<file path="src/rtl/assert_macros.svh">
// assertion macros used by the parser core
`ifndef ASSERT_MACROS_SVH
`define ASSERT_MACROS_SVH
`ifndef SYNTHESIS
`define ASSERT_HOLDS(label, clk, rst, prop, msg) \
  label: assert property (@(posedge clk) disable iff (rst) prop) else $error(msg);
`define ASSERT_NEVER(label, clk, rst, prop, msg) \
  label: assert property (@(posedge clk) disable iff (rst) !(prop)) else $error(msg);
`else
`define ASSERT_HOLDS(label, clk, rst, prop, msg)
`define ASSERT_NEVER(label, clk, rst, prop, msg)
`endif
`endif

</file>
<file path="src/rtl/ihcp_pkg.sv">
// types and constants of the ip header chain parser
`timescale 1ns / 1ps
package ihcp_pkg;

  localparam int IPV6_FIXED_HDR_BYTES = 40;
  localparam int MAX_HDR_BYTES        = 1024;

  // link layer protocol codes
  localparam logic [1:0] PROTO_IPV4 = 2'd0;
  localparam logic [1:0] PROTO_IPV6 = 2'd1;

  // next header codes
  localparam logic [7:0] NH_HOPOPTS  = 8'd0;
  localparam logic [7:0] NH_TCP      = 8'd6;
  localparam logic [7:0] NH_UDP      = 8'd17;
  localparam logic [7:0] NH_ROUTING  = 8'd43;
  localparam logic [7:0] NH_FRAGMENT = 8'd44;
  localparam logic [7:0] NH_AH       = 8'd51;
  localparam logic [7:0] NH_DSTOPTS  = 8'd60;

  // result kinds
  localparam logic [2:0] KIND_TCP      = 3'd0;
  localparam logic [2:0] KIND_UDP      = 3'd1;
  localparam logic [2:0] KIND_UNKNOWN  = 3'd2;
  localparam logic [2:0] KIND_NOT_IP   = 3'd3;
  localparam logic [2:0] KIND_TRUNC    = 3'd4;
  localparam logic [2:0] KIND_TOO_LONG = 3'd5;

  typedef struct packed {
    logic [1:0] net_proto;
    logic [7:0] pkt_byte;
    logic       first_byte;
    logic       last_byte;
  } in_beat_t;

  typedef struct packed {
    logic [2:0]  result_kind;
    logic        ip_version;
    logic [10:0] payload_offset;
    logic [63:0] src_hi;
    logic [63:0] src_lo;
    logic [63:0] dst_hi;
    logic [63:0] dst_lo;
  } out_beat_t;

endpackage

</file>
<file path="src/rtl/ip_header_chain_parser_core.sv">
// ip header chain parser: byte-serial ipv4/ipv6 header and extension chain walker
// result: the completing beat's result is registered in the output or skid stage
// throughput: one packet byte per cycle while the skid stage is empty; bytes keep
//   flowing while the output register holds a result, until the one-entry skid fills
// reset: synchronous, clears the parser to idle (waiting for a first byte), no result
`timescale 1ns / 1ps
`include "assert_macros.svh"
module ip_header_chain_parser_core
  import ihcp_pkg::*;
(
  input  logic      clk,
  input  logic      rst,
  input  logic      pkt_valid,
  output logic      pkt_ready,
  input  in_beat_t  pkt,
  output logic      res_valid,
  input  logic      res_ready,
  output out_beat_t res
);

  // transport class of a final next header
  function automatic logic [2:0] transport_kind(input logic [7:0] nh);
    logic [2:0] k;
    case (nh)
      NH_TCP:  k = KIND_TCP;
      NH_UDP:  k = KIND_UDP;
      default: k = KIND_UNKNOWN;
    endcase
    return k;
  endfunction

  // headers that the chain walk steps over
  function automatic logic is_ext(input logic [7:0] nh);
    return (nh == NH_HOPOPTS) || (nh == NH_ROUTING) || (nh == NH_FRAGMENT) ||
           (nh == NH_AH) || (nh == NH_DSTOPTS);
  endfunction

  // parser state
  logic [10:0] byte_index, byte_index_next;
  logic [7:0]  cur_nh, cur_nh_next;
  logic [10:0] hdr_start, hdr_start_next;
  logic [3:0]  hdr_words, hdr_words_next;
  logic [7:0]  pend_next, pend_next_next;
  logic [63:0] src_hi, src_hi_next, src_lo, src_lo_next;
  logic [63:0] dst_hi, dst_hi_next, dst_lo, dst_lo_next;
  logic        is_v6, is_v6_next;
  logic        parse_done, parse_done_next;

  // output register and skid stage
  logic        out_valid, skid_valid;
  out_beat_t   out_q, skid_q;

  // per-beat working values
  logic        accept;
  logic        res_hit;
  out_beat_t   res_beat;
  logic        done_now;
  logic [10:0] v4_len;
  logic [10:0] v4_end;
  logic [11:0] ext_size;
  logic [11:0] ext_end;

  assign pkt_ready = !skid_valid;
  assign accept    = pkt_valid && pkt_ready;
  assign res_valid = out_valid;
  assign res       = out_q;

  always_comb begin
    byte_index_next = byte_index;
    cur_nh_next     = cur_nh;
    hdr_start_next  = hdr_start;
    hdr_words_next  = hdr_words;
    pend_next_next  = pend_next;
    src_hi_next     = src_hi;
    src_lo_next     = src_lo;
    dst_hi_next     = dst_hi;
    dst_lo_next     = dst_lo;
    is_v6_next      = is_v6;
    parse_done_next = parse_done;
    res_hit         = 1'b0;
    res_beat        = '0;
    done_now        = 1'b0;
    v4_len          = '0;
    v4_end          = '0;
    ext_size        = '0;
    ext_end         = '0;

    // a first byte restarts the parser whatever state it is in
    if (accept && pkt.first_byte) begin
      byte_index_next = '0;
      cur_nh_next     = '0;
      hdr_start_next  = 11'(IPV6_FIXED_HDR_BYTES);
      hdr_words_next  = '0;
      pend_next_next  = '0;
      src_hi_next     = '0;
      src_lo_next     = '0;
      dst_hi_next     = '0;
      dst_lo_next     = '0;
      is_v6_next      = (pkt.net_proto == PROTO_IPV6);
      parse_done_next = 1'b0;
    end

    if (accept && pkt.first_byte && pkt.net_proto != PROTO_IPV4 &&
        pkt.net_proto != PROTO_IPV6) begin
      // not an ip packet: report at once, everything else zero
      is_v6_next           = 1'b0;
      parse_done_next      = 1'b1;
      res_hit              = 1'b1;
      res_beat.result_kind = KIND_NOT_IP;
    end else if (accept && (pkt.first_byte || !parse_done)) begin
      if (!is_v6_next) begin
        // ipv4: ihl, protocol, then the two 32-bit addresses
        if (byte_index_next == 11'd0) begin
          hdr_words_next = pkt.pkt_byte[3:0];
        end else if (byte_index_next == 11'd9) begin
          cur_nh_next = pkt.pkt_byte;
        end else if (byte_index_next >= 11'd12 && byte_index_next <= 11'd15) begin
          src_lo_next = {32'd0, src_lo_next[23:0], pkt.pkt_byte};
        end else if (byte_index_next >= 11'd16 && byte_index_next <= 11'd19) begin
          dst_lo_next = {32'd0, dst_lo_next[23:0], pkt.pkt_byte};
        end
        v4_len = {5'd0, hdr_words_next, 2'b00};
        // header ends at ihl*4-1, but never before the address bytes are in
        v4_end = (v4_len > 11'd20) ? v4_len - 11'd1 : 11'd19;
        if (byte_index_next == v4_end) begin
          done_now                = 1'b1;
          res_beat.result_kind    = transport_kind(cur_nh_next);
          res_beat.ip_version     = 1'b0;
          res_beat.payload_offset = v4_len;
          res_beat.src_hi         = src_hi_next;
          res_beat.src_lo         = src_lo_next;
          res_beat.dst_hi         = dst_hi_next;
          res_beat.dst_lo         = dst_lo_next;
        end
      end else begin
        // ipv6 fixed header: next header, then 16-byte addresses in halves
        if (byte_index_next == 11'd6) begin
          cur_nh_next = pkt.pkt_byte;
        end else if (byte_index_next >= 11'd8 && byte_index_next <= 11'd15) begin
          src_hi_next = {src_hi_next[55:0], pkt.pkt_byte};
        end else if (byte_index_next >= 11'd16 && byte_index_next <= 11'd23) begin
          src_lo_next = {src_lo_next[55:0], pkt.pkt_byte};
        end else if (byte_index_next >= 11'd24 && byte_index_next <= 11'd31) begin
          dst_hi_next = {dst_hi_next[55:0], pkt.pkt_byte};
        end else if (byte_index_next >= 11'd32 && byte_index_next <= 11'd39) begin
          dst_lo_next = {dst_lo_next[55:0], pkt.pkt_byte};
        end

        // extension chain: next header byte, then the length byte
        if (byte_index_next >= 11'(IPV6_FIXED_HDR_BYTES)) begin
          if (byte_index_next == hdr_start_next) begin
            pend_next_next = pkt.pkt_byte;
          end else if ({1'b0, byte_index_next} == {1'b0, hdr_start_next} + 12'd1) begin
            case (cur_nh_next)
              NH_FRAGMENT: ext_size = 12'd8;
              NH_AH:       ext_size = ({4'd0, pkt.pkt_byte} + 12'd2) << 2;
              default:     ext_size = ({4'd0, pkt.pkt_byte} + 12'd1) << 3;
            endcase
            ext_end = {1'b0, hdr_start_next} + ext_size;
            if (ext_end > 12'(MAX_HDR_BYTES)) begin
              done_now                = 1'b1;
              res_beat.result_kind    = KIND_TOO_LONG;
              res_beat.ip_version     = 1'b1;
              res_beat.payload_offset = '0;
              res_beat.src_hi         = src_hi_next;
              res_beat.src_lo         = src_lo_next;
              res_beat.dst_hi         = dst_hi_next;
              res_beat.dst_lo         = dst_lo_next;
            end else begin
              hdr_start_next = ext_end[10:0];
              cur_nh_next    = pend_next_next;
            end
          end
        end

        // last byte of a header whose successor is not an extension
        if (!done_now && ({1'b0, byte_index_next} + 12'd1 == {1'b0, hdr_start_next}) &&
            ({1'b0, byte_index_next} + 12'd1 >= 12'(IPV6_FIXED_HDR_BYTES)) &&
            !is_ext(cur_nh_next)) begin
          done_now                = 1'b1;
          res_beat.result_kind    = transport_kind(cur_nh_next);
          res_beat.ip_version     = 1'b1;
          res_beat.payload_offset = hdr_start_next;
          res_beat.src_hi         = src_hi_next;
          res_beat.src_lo         = src_lo_next;
          res_beat.dst_hi         = dst_hi_next;
          res_beat.dst_lo         = dst_lo_next;
        end
      end

      // byte counter saturates at its top value
      if (byte_index_next != 11'h7FF) begin
        byte_index_next = byte_index_next + 11'd1;
      end

      if (done_now) begin
        parse_done_next = 1'b1;
        res_hit         = 1'b1;
      end else if (pkt.last_byte) begin
        // packet ended before the headers did
        parse_done_next         = 1'b1;
        res_hit                 = 1'b1;
        res_beat                = '0;
        res_beat.result_kind    = KIND_TRUNC;
        res_beat.ip_version     = is_v6_next;
      end
    end
  end

  always_ff @(posedge clk) begin
    if (rst) begin
      byte_index <= '0;
      cur_nh     <= '0;
      hdr_start  <= '0;
      hdr_words  <= '0;
      pend_next  <= '0;
      src_hi     <= '0;
      src_lo     <= '0;
      dst_hi     <= '0;
      dst_lo     <= '0;
      is_v6      <= 1'b0;
      parse_done <= 1'b1;
      out_valid  <= 1'b0;
      skid_valid <= 1'b0;
    end else begin
      byte_index <= byte_index_next;
      cur_nh     <= cur_nh_next;
      hdr_start  <= hdr_start_next;
      hdr_words  <= hdr_words_next;
      pend_next  <= pend_next_next;
      src_hi     <= src_hi_next;
      src_lo     <= src_lo_next;
      dst_hi     <= dst_hi_next;
      dst_lo     <= dst_lo_next;
      is_v6      <= is_v6_next;
      parse_done <= parse_done_next;
      if (accept && res_hit) begin
        // new result goes to the output unless that one is stuck
        if (!out_valid || res_ready) begin
          out_q     <= res_beat;
          out_valid <= 1'b1;
        end else begin
          skid_q     <= res_beat;
          skid_valid <= 1'b1;
        end
      end else if (out_valid && res_ready) begin
        if (skid_valid) begin
          out_q      <= skid_q;
          skid_valid <= 1'b0;
        end else begin
          out_valid <= 1'b0;
        end
      end
    end
  end

  `ASSERT_NEVER(a_skid_needs_out, clk, rst, skid_valid && !out_valid, "skid full, output empty")
  `ASSERT_HOLDS(a_hdr_in_range, clk, rst, hdr_start <= 11'(MAX_HDR_BYTES), "header start past limit")
  `ASSERT_HOLDS(a_done_after_result, clk, rst, (accept && res_hit) |=> parse_done, "parser still live after result")
  `ASSERT_HOLDS(a_stall_to_skid, clk, rst, (accept && res_hit && out_valid && !res_ready) |=> skid_valid, "stalled result lost")

endmodule

</file>
<file path="config.mk">
export PLATFORM = sky130hd
export DESIGN_NAME = ip_header_chain_parser_core
export DESIGN_NICKNAME = d
export VERILOG_FILES = /design/src/rtl/ihcp_pkg.sv /design/src/rtl/ip_header_chain_parser_core.sv
export VERILOG_INCLUDE_DIRS = /design/src /design/src/rtl
export SDC_FILE = /design/constraint.sdc
export NUM_CORES = 2
export LEC_CHECK = 0
export ABC_AREA = 1
export BUFFER_PORTS_ARGS = -buffer_cell sky130_fd_sc_hd__buf_2
export CAP_MARGIN = 20
export CORE_ASPECT_RATIO = 0.8
export CORE_UTILIZATION = 50
export CTS_CLUSTER_DIAMETER = 150
export DETAILED_ROUTE_END_ITERATION = 10
export GPL_ROUTABILITY_DRIVEN = 0
export MAX_ROUTING_LAYER = met4
export PLACE_DENSITY = 0.68
export RECOVER_POWER = 100
export SYNTH_ARGS = -nofsm -noshare
export SYNTH_HDL_FRONTEND = slang
export SYNTH_SLANG_ARGS = --single-unit
</file>
<file path="constraint.sdc">
create_clock -name clk -period 20.7 [get_ports clk]
set_input_delay 0 -clock clk [delete_from_list [all_inputs] [get_ports clk]]
set_output_delay 0 -clock clk [all_outputs]
set_load 0.005 [all_outputs]
</file>
* Word-level counts from Yosys, hierarchy flattened
Cells that the tools add are included.
Cells by class: add/subtract/negate cells 7, $lt $le $gt $ge 14, equal/unequal tests 22, mux-type cells 140, bitwise logic cells 2, reduce and logical (&&, ||, !) cells 37
Operator list (count):
- two-way mux 271 bit | 13
- two-way mux 64 bit | 37
- two-way mux 270 bit | 1
- two-way mux 268 bit | 1
- two-way mux 8 bit | 26
- two-way mux 11 bit | 16
- two-way mux 12 bit | 6
- equality test 8 x 6 -> 1 bit (second input constant) | 6
- less-or-equal comparator 11 x 5 -> 1 bit (second input constant) | 3
- two-way mux 4 bit | 8
- two-way mux 1 bit | 28
- adder 11 x 1 -> 12 bit (second input constant) | 2
- one-hot mux 12 bit (2 select lines) | 1
- equality test 11 bit | 2
- >= comparator 11 x 4 -> 1 bit (second input constant) | 2
- >= comparator 11 x 5 -> 1 bit (second input constant) | 2
- >= comparator 11 x 6 -> 1 bit (second input constant) | 2
- equality test 8 x 3 -> 1 bit (second input constant) | 2
- equality test 8 x 5 -> 1 bit (second input constant) | 2
- logical AND 1 bit | 16
- adder 11 x 12 -> 12 bit | 1
- equality test 11 x 12 -> 1 bit | 1
- equality test 12 x 11 -> 1 bit | 1
- >= comparator 12 x 6 -> 1 bit (second input constant) | 1
- other kinds (26) | 42
Word-level totals: flip-flop bits (word level) 844, input port bits 16

* Depth between registers and ports, before layout
word-level depth 43, mapped depth 47

* Least setup slack after synthesis
No wires, ideal clock.
path type reg2reg, start point register skid_valid, end point register skid_q[0] in the netlist's numbering (enable), arrival time 16.661 ns, data required time 19.787 ns, setup slack 3.126 ns, cell stages (with the launch flop) 45, buffers on the path 6, path through dfxtp_1 > inv_2 > nand3_2 > buf_6 > buf_6 > nand2_2 > inv_1 > ha_1 > nand4_1 > inv_1 > buf_2 > nand3_1 > nand2_1 > nand2_1 > nor2_1 > nand2_2 > nand2_1 > inv_1 > [... 9 more ...] > nand2_1 > nand2_1 > nor2_4 > buf_4 > inv_1 > a21oi_1 > nand2_1 > nor2_1 > nand2_1 > nor2_1 > nand3_2 > nand2_2 > nand2_4 > nand3_2 > a21oi_2 > buf_6 > buf_6 > nor2_1
On the way: cells in the longest elaborated chain, start to end 42, elaborated cells on any way between the ends 89, those cells by class add/sub (4); order compare (4); eq/ne (11); mux (51); reduce/logical (19)
Ends and longest elaborated chain:
- from (decl) | RTL line ip_header_chain_parser_core.sv:50 | logic out_valid, skid_valid;
- from (signal assigned) | RTL line ip_header_chain_parser_core.sv:224 | skid_valid <= 1'b0;
- from (signal assigned) | RTL line ip_header_chain_parser_core.sv:244 | skid_valid <= 1'b1;
- from (signal assigned) | RTL line ip_header_chain_parser_core.sv:249 | skid_valid <= 1'b0;
- logical NOT 1 bit * | RTL line ip_header_chain_parser_core.sv:63 | assign pkt_ready = !skid_valid;
- named net pkt_ready | RTL line ip_header_chain_parser_core.sv:14 | output logic pkt_ready,
- logical AND 1 bit * | RTL line ip_header_chain_parser_core.sv:64 | assign accept = pkt_valid && pkt_ready;
- logical AND 1 bit | RTL line ip_header_chain_parser_core.sv:89, ip_header_chain_parser_core.sv:103
- two-way mux 11 bit | RTL line ip_header_chain_parser_core.sv:89 | if (accept && pkt.first_byte) begin
- equality test 11 x 3 -> 1 bit | RTL line ip_header_chain_parser_core.sv:137 | if (byte_index_next == 11'd6) begin
- two-way mux 8 bit | RTL line ip_header_chain_parser_core.sv:137
- two-way mux 8 bit | RTL line ip_header_chain_parser_core.sv:111 | if (!is_v6_next) begin
- [... 27 more ...]
- two-way mux 1 bit | RTL line ip_header_chain_parser_core.sv:111
- two-way mux 1 bit | RTL line ip_header_chain_parser_core.sv:110 | end else if (accept && (pkt.first_byte || !parse_done)) begin
- two-way mux 1 bit | RTL line ip_header_chain_parser_core.sv:103 | if (accept && pkt.first_byte && pkt.net_proto != PROTO_IPV4 &&
- two-way mux 1 bit | RTL line ip_header_chain_parser_core.sv:196 | if (done_now) begin
- two-way mux 1 bit | RTL line ip_header_chain_parser_core.sv:110
- two-way mux 1 bit | RTL line ip_header_chain_parser_core.sv:103
- logical AND 1 bit * | RTL line ip_header_chain_parser_core.sv:237 | if (accept && res_hit) begin
- AND reduction 3 bit (no line) *
- to (signal assigned) | RTL line ip_header_chain_parser_core.sv:243 | skid_q <= res_beat;
- to (decl) | RTL line ip_header_chain_parser_core.sv:51 | out_beat_t out_q, skid_q;
Mark *: on every way through the listed nets, which the timed path passes. The rest lies on a longest branch. The select of a mux whose other input is x is not followed. A chain may end at the register's enable or synchronous reset.

* Worst setup path in the final report
start point register skid_valid, end point register skid_q[155] in the netlist's numbering (enable)
On the way: cells in the longest elaborated chain, start to end 42, elaborated cells on any way between the ends 89, those cells by class add/sub (4); order compare (4); eq/ne (11); mux (51); reduce/logical (19)
Ends and longest elaborated chain (RTL line):
- logical NOT 1 bit * | ip_header_chain_parser_core.sv:63
- logical AND 1 bit * | ip_header_chain_parser_core.sv:64
- logical AND 1 bit | ip_header_chain_parser_core.sv:89, ip_header_chain_parser_core.sv:103
- two-way mux 11 bit | ip_header_chain_parser_core.sv:89
- equality test 11 x 3 -> 1 bit | ip_header_chain_parser_core.sv:137
- two-way mux 8 bit | ip_header_chain_parser_core.sv:137
- two-way mux 8 bit | ip_header_chain_parser_core.sv:111
- two-way mux 8 bit | ip_header_chain_parser_core.sv:110
- [... 26 more ...]
- two-way mux 1 bit | ip_header_chain_parser_core.sv:111
- two-way mux 1 bit | ip_header_chain_parser_core.sv:110
- two-way mux 1 bit | ip_header_chain_parser_core.sv:103
- two-way mux 1 bit | ip_header_chain_parser_core.sv:196
- two-way mux 1 bit | ip_header_chain_parser_core.sv:110
- two-way mux 1 bit | ip_header_chain_parser_core.sv:103
- logical AND 1 bit * | ip_header_chain_parser_core.sv:237
- AND reduction 3 bit (no line) *
Mark *: on every way between the ends. The rest lies on a longest branch, timed or not. The select of a mux whose other input is x is not followed.

==> summary.txt <==
Run status
  • Outcome: finished with violations
  • Failing checks: max-capacitance violations, max-slew violations

Critical path
  • Most used cell, CP: nand2_1
  • CP max stage cell: clkbuf_1
  • CP required: 20.97 ns
  • Crit path launch type: flip-flop
  • Crit path max-delay family: simple AND/OR/NAND/NOR gates
  • Worst setup path class: reg -> reg
  • Crit path DAT: 15.00 ns
  • Critical Path End Type: flip-flop
  • Critical Path Fanout Max: 156
  • CP max stage delay: 3.09 ns
  • Buf/Inv on CP: 8

Power
  • Cell Pwr Density: 84.5 nW/µm²
  • Worst VDD drop: 59.5 µV
  • Leakage power: 0.0191 µW

Timing
  • Final worst slack: 5.98 ns
  • RSZ-0062 raised after global routing: false
  • Final Cycle Share: 71.1%
  • Slew margin rel.: -195%
  • Min Tclk post-route: 14.72 ns
  • Final Hold Fails: 0
  • Max Freq: 67.9 MHz
  • Fin Clk Skew: 0.0302 ns
  • Final setup fails: 0
  • Hold WS: 0.0704 ns
  • Setup TNS: 0 ns
  • Max-slew violations: 828
  • Least-Margin Pin Slew: 4.42 ns

Synthesis
  • Count leader, synth: nand2_1
  • Synth top cells by count: nand2_1, a21oi_1, edfxtp_1
  • Avg Synthesized Cell Area: 7.90 µm²
  • EDFF count, synth: 542
  • Cell count after synthesis: 5,553
  • Largest area contributor in the netlist: edfxtp_1
  • Synth Cell Area: 43,900 µm²
  • Mapped Nets: 5,589
  • Synth area leaders: edfxtp_1, dfxtp_1, nand2_1
  • Yosys cell types: 56
  • Asr flop ratio synth: 0%
  • Seq cells post-synth: 844
  • Post-synth top flop: edfxtp_1
  • Synth warn: 0
  • Top cell type's share of synthesized area: 37.1%
  • Post-synthesis sequential area ratio: 50.9%

Global route
  • Vias in the first global route: 34,751
  • Global route total overflow: 0
  • Top Usage Layer GRT: met2
  • First-pass GRT wire length: 198,000 µm
  • GR Util All Layers: 28.6%
  • Initial antenna violation count: 3
  • GR Layer Usage met1: 40.6%
  • M3 GR Usage: 4.37%
  • M2 GR Usage: 42.2%
  • Largest net degree at the start of global routing: 220

Route
  • Number of vias per cell: 5.80
  • ANT nets after route: 0
  • DRC: 0
  • TritonRoute pass-1 iters: 7
  • Starting DRC count in detailed routing: 4,966
  • DR WL/cell: 19.0 µm
  • Via count: 39,259
  • WL final: 128,000 µm

CTS
  • CTS buffer count: 86
  • Worst-Skew Late Latency: 0.67 ns
  • TritonCTS clock tree: built
  • Worst-path clk slew: 0.06 ns
  • # H-tree levels: 3
  • Cts hold-fix bufs: 11
  • Clk root buf: clkbuf_16
  • Clock tree sinks: 844
  • Post-cts sizing count: 0
  • Clock Path Buffers: 3
  • Setup Buffers After CTS: 0

Floorplan
  • # IOs: 289
  • Die Span X: 333 µm
  • Core area: 86,400 µm²
  • Die ar.: 88,900 µm²
  • Initial Util: 50.8%
  • Die Y: 267 µm
  • Row count: 96

Layout
  • Final net count: 5,604
  • Syn-to-layout area delta: 10.1%
  • Fraction of layout cells with a size suffix above 1: 6.65%

Place
  • Final HPWL DP: 75,900 µm
  • Pre-CTS setup slack: 10.59 ns
  • Port Buffers: 288

Run
  • Max-Cap Viols: 12

Min path
  • Worst hold path type: in -> reg
## cell type report
type                    count  area, µm²
flip-flops and latches    844      22300
fillers                  7908      38100
multi-input cells        3868      18100
repair buffers            351       1780
clock buffers              97       2280
diodes                      2       5.00
well taps                1127       1410
clock inverters            62        818
inverters                 417       1590
## state kept, by name, indices dropped and copies added, names as in the netlist
name / cells
res_valid: 1
src_hi: 64
pend_next: 8
hdr_words: 4
byte_index: 11
skid_valid: 1
src_lo: 64
hdr_start: 11
cur_nh: 8
skid_q: 271
is_v6: 1
res: 271
parse_done: 1
dst_lo: 64
dst_hi: 64
## path summary, 6_finish.rpt
path                    from     endpoint  slack [ns]  cells past startpoint
setup reg to reg  skid_valid  skid_q[155]        5.98                     39
setup / recovery  skid_valid  skid_q[155]        5.98                     39
hold / removal        pkt[6]    dst_hi[4]        0.07                      5
hold reg to reg   src_lo[44]   src_lo[44]        0.47                      2
## metrics by stage
step | util [%] | cells | power (µW) | area (µm²)
after detailed placement | 52.5 | 6594 | 2380 | 45300
after CTS | 56.2 | 6764 | 4090 | 48500
after floorplan | - | 5553 | 2260 | 43900
after global placement | 52.5 | 6594 | 2380 | 45300
final | 55.9 | 6768 | 4080 | 48300
after global routing | 55.9 | 6767 | 4220 | 48300
## metal layers
metal	vias up	share of wire, %	wire, µm
li1	18959	-	-
met1	18369	45	57300
met2	1676	44	56700
met3	255	8.0	10200
met4	0	3.2	4060
met5	-	0	0
## logic make-up (layout without fill, tap and decap cells)
kind of cell,after synthesis,after routing,share of synthesized area (%)
XOR/XNOR,22,22,0.439
buffers and inverters,841,927,8.02
other,0,2,0
adder cells (fa/ha/maj),20,20,0.587
flip-flops,844,844,50.9
AO/OA/AOI/OAI,1670,1670,20.5
AND/OR/NAND/NOR,2156,2156,19.6
## worst reg2reg max path: cells and delay by family, from the launching register on
kind                     cells  cell delay, ns
buffers and inverters        8            5.84
adder cells (fa/ha/maj)      1            0.36
AO/OA/AOI/OAI                6            1.18
XOR/XNOR                     1            0.21
flip-flops                   1            0.35
AND/OR/NAND/NOR             23            6.07
## report_power, final
part | leakage, µW | internal [µW] | switching, µW
Combinational | 0.00948 | 123 | 388
Sequential | 0.00815 | 1830 | 20.6
Clock | 0.00148 | 1020 | 699
## placed cells by master (no fill, tap or decap), types with 9 or more instances in the layout
cell	instances
inv_1	398
clkbuf_1	155
nor3_1	61
ha_1	19
a22oi_1	59
a211oi_1	18
buf_2	149
nor2_1	510
dlygate4sd3_1	11
o21ai_0	756
o211ai_1	37
nand2_1	1348
clkinvlp_4	12
a31oi_1	111
xor2_1	18
nand2_2	12
buf_4	36
nand3_1	172
bufinv_16	18
clkinv_2	14
dfxtp_1	302
inv_2	9
clkinv_1	15
a21oi_1	600
nand4_1	24
clkbuf_16	89
o22ai_1	43
edfxtp_1	542
o221ai_1	16
(Power assumes the default switching activity.)
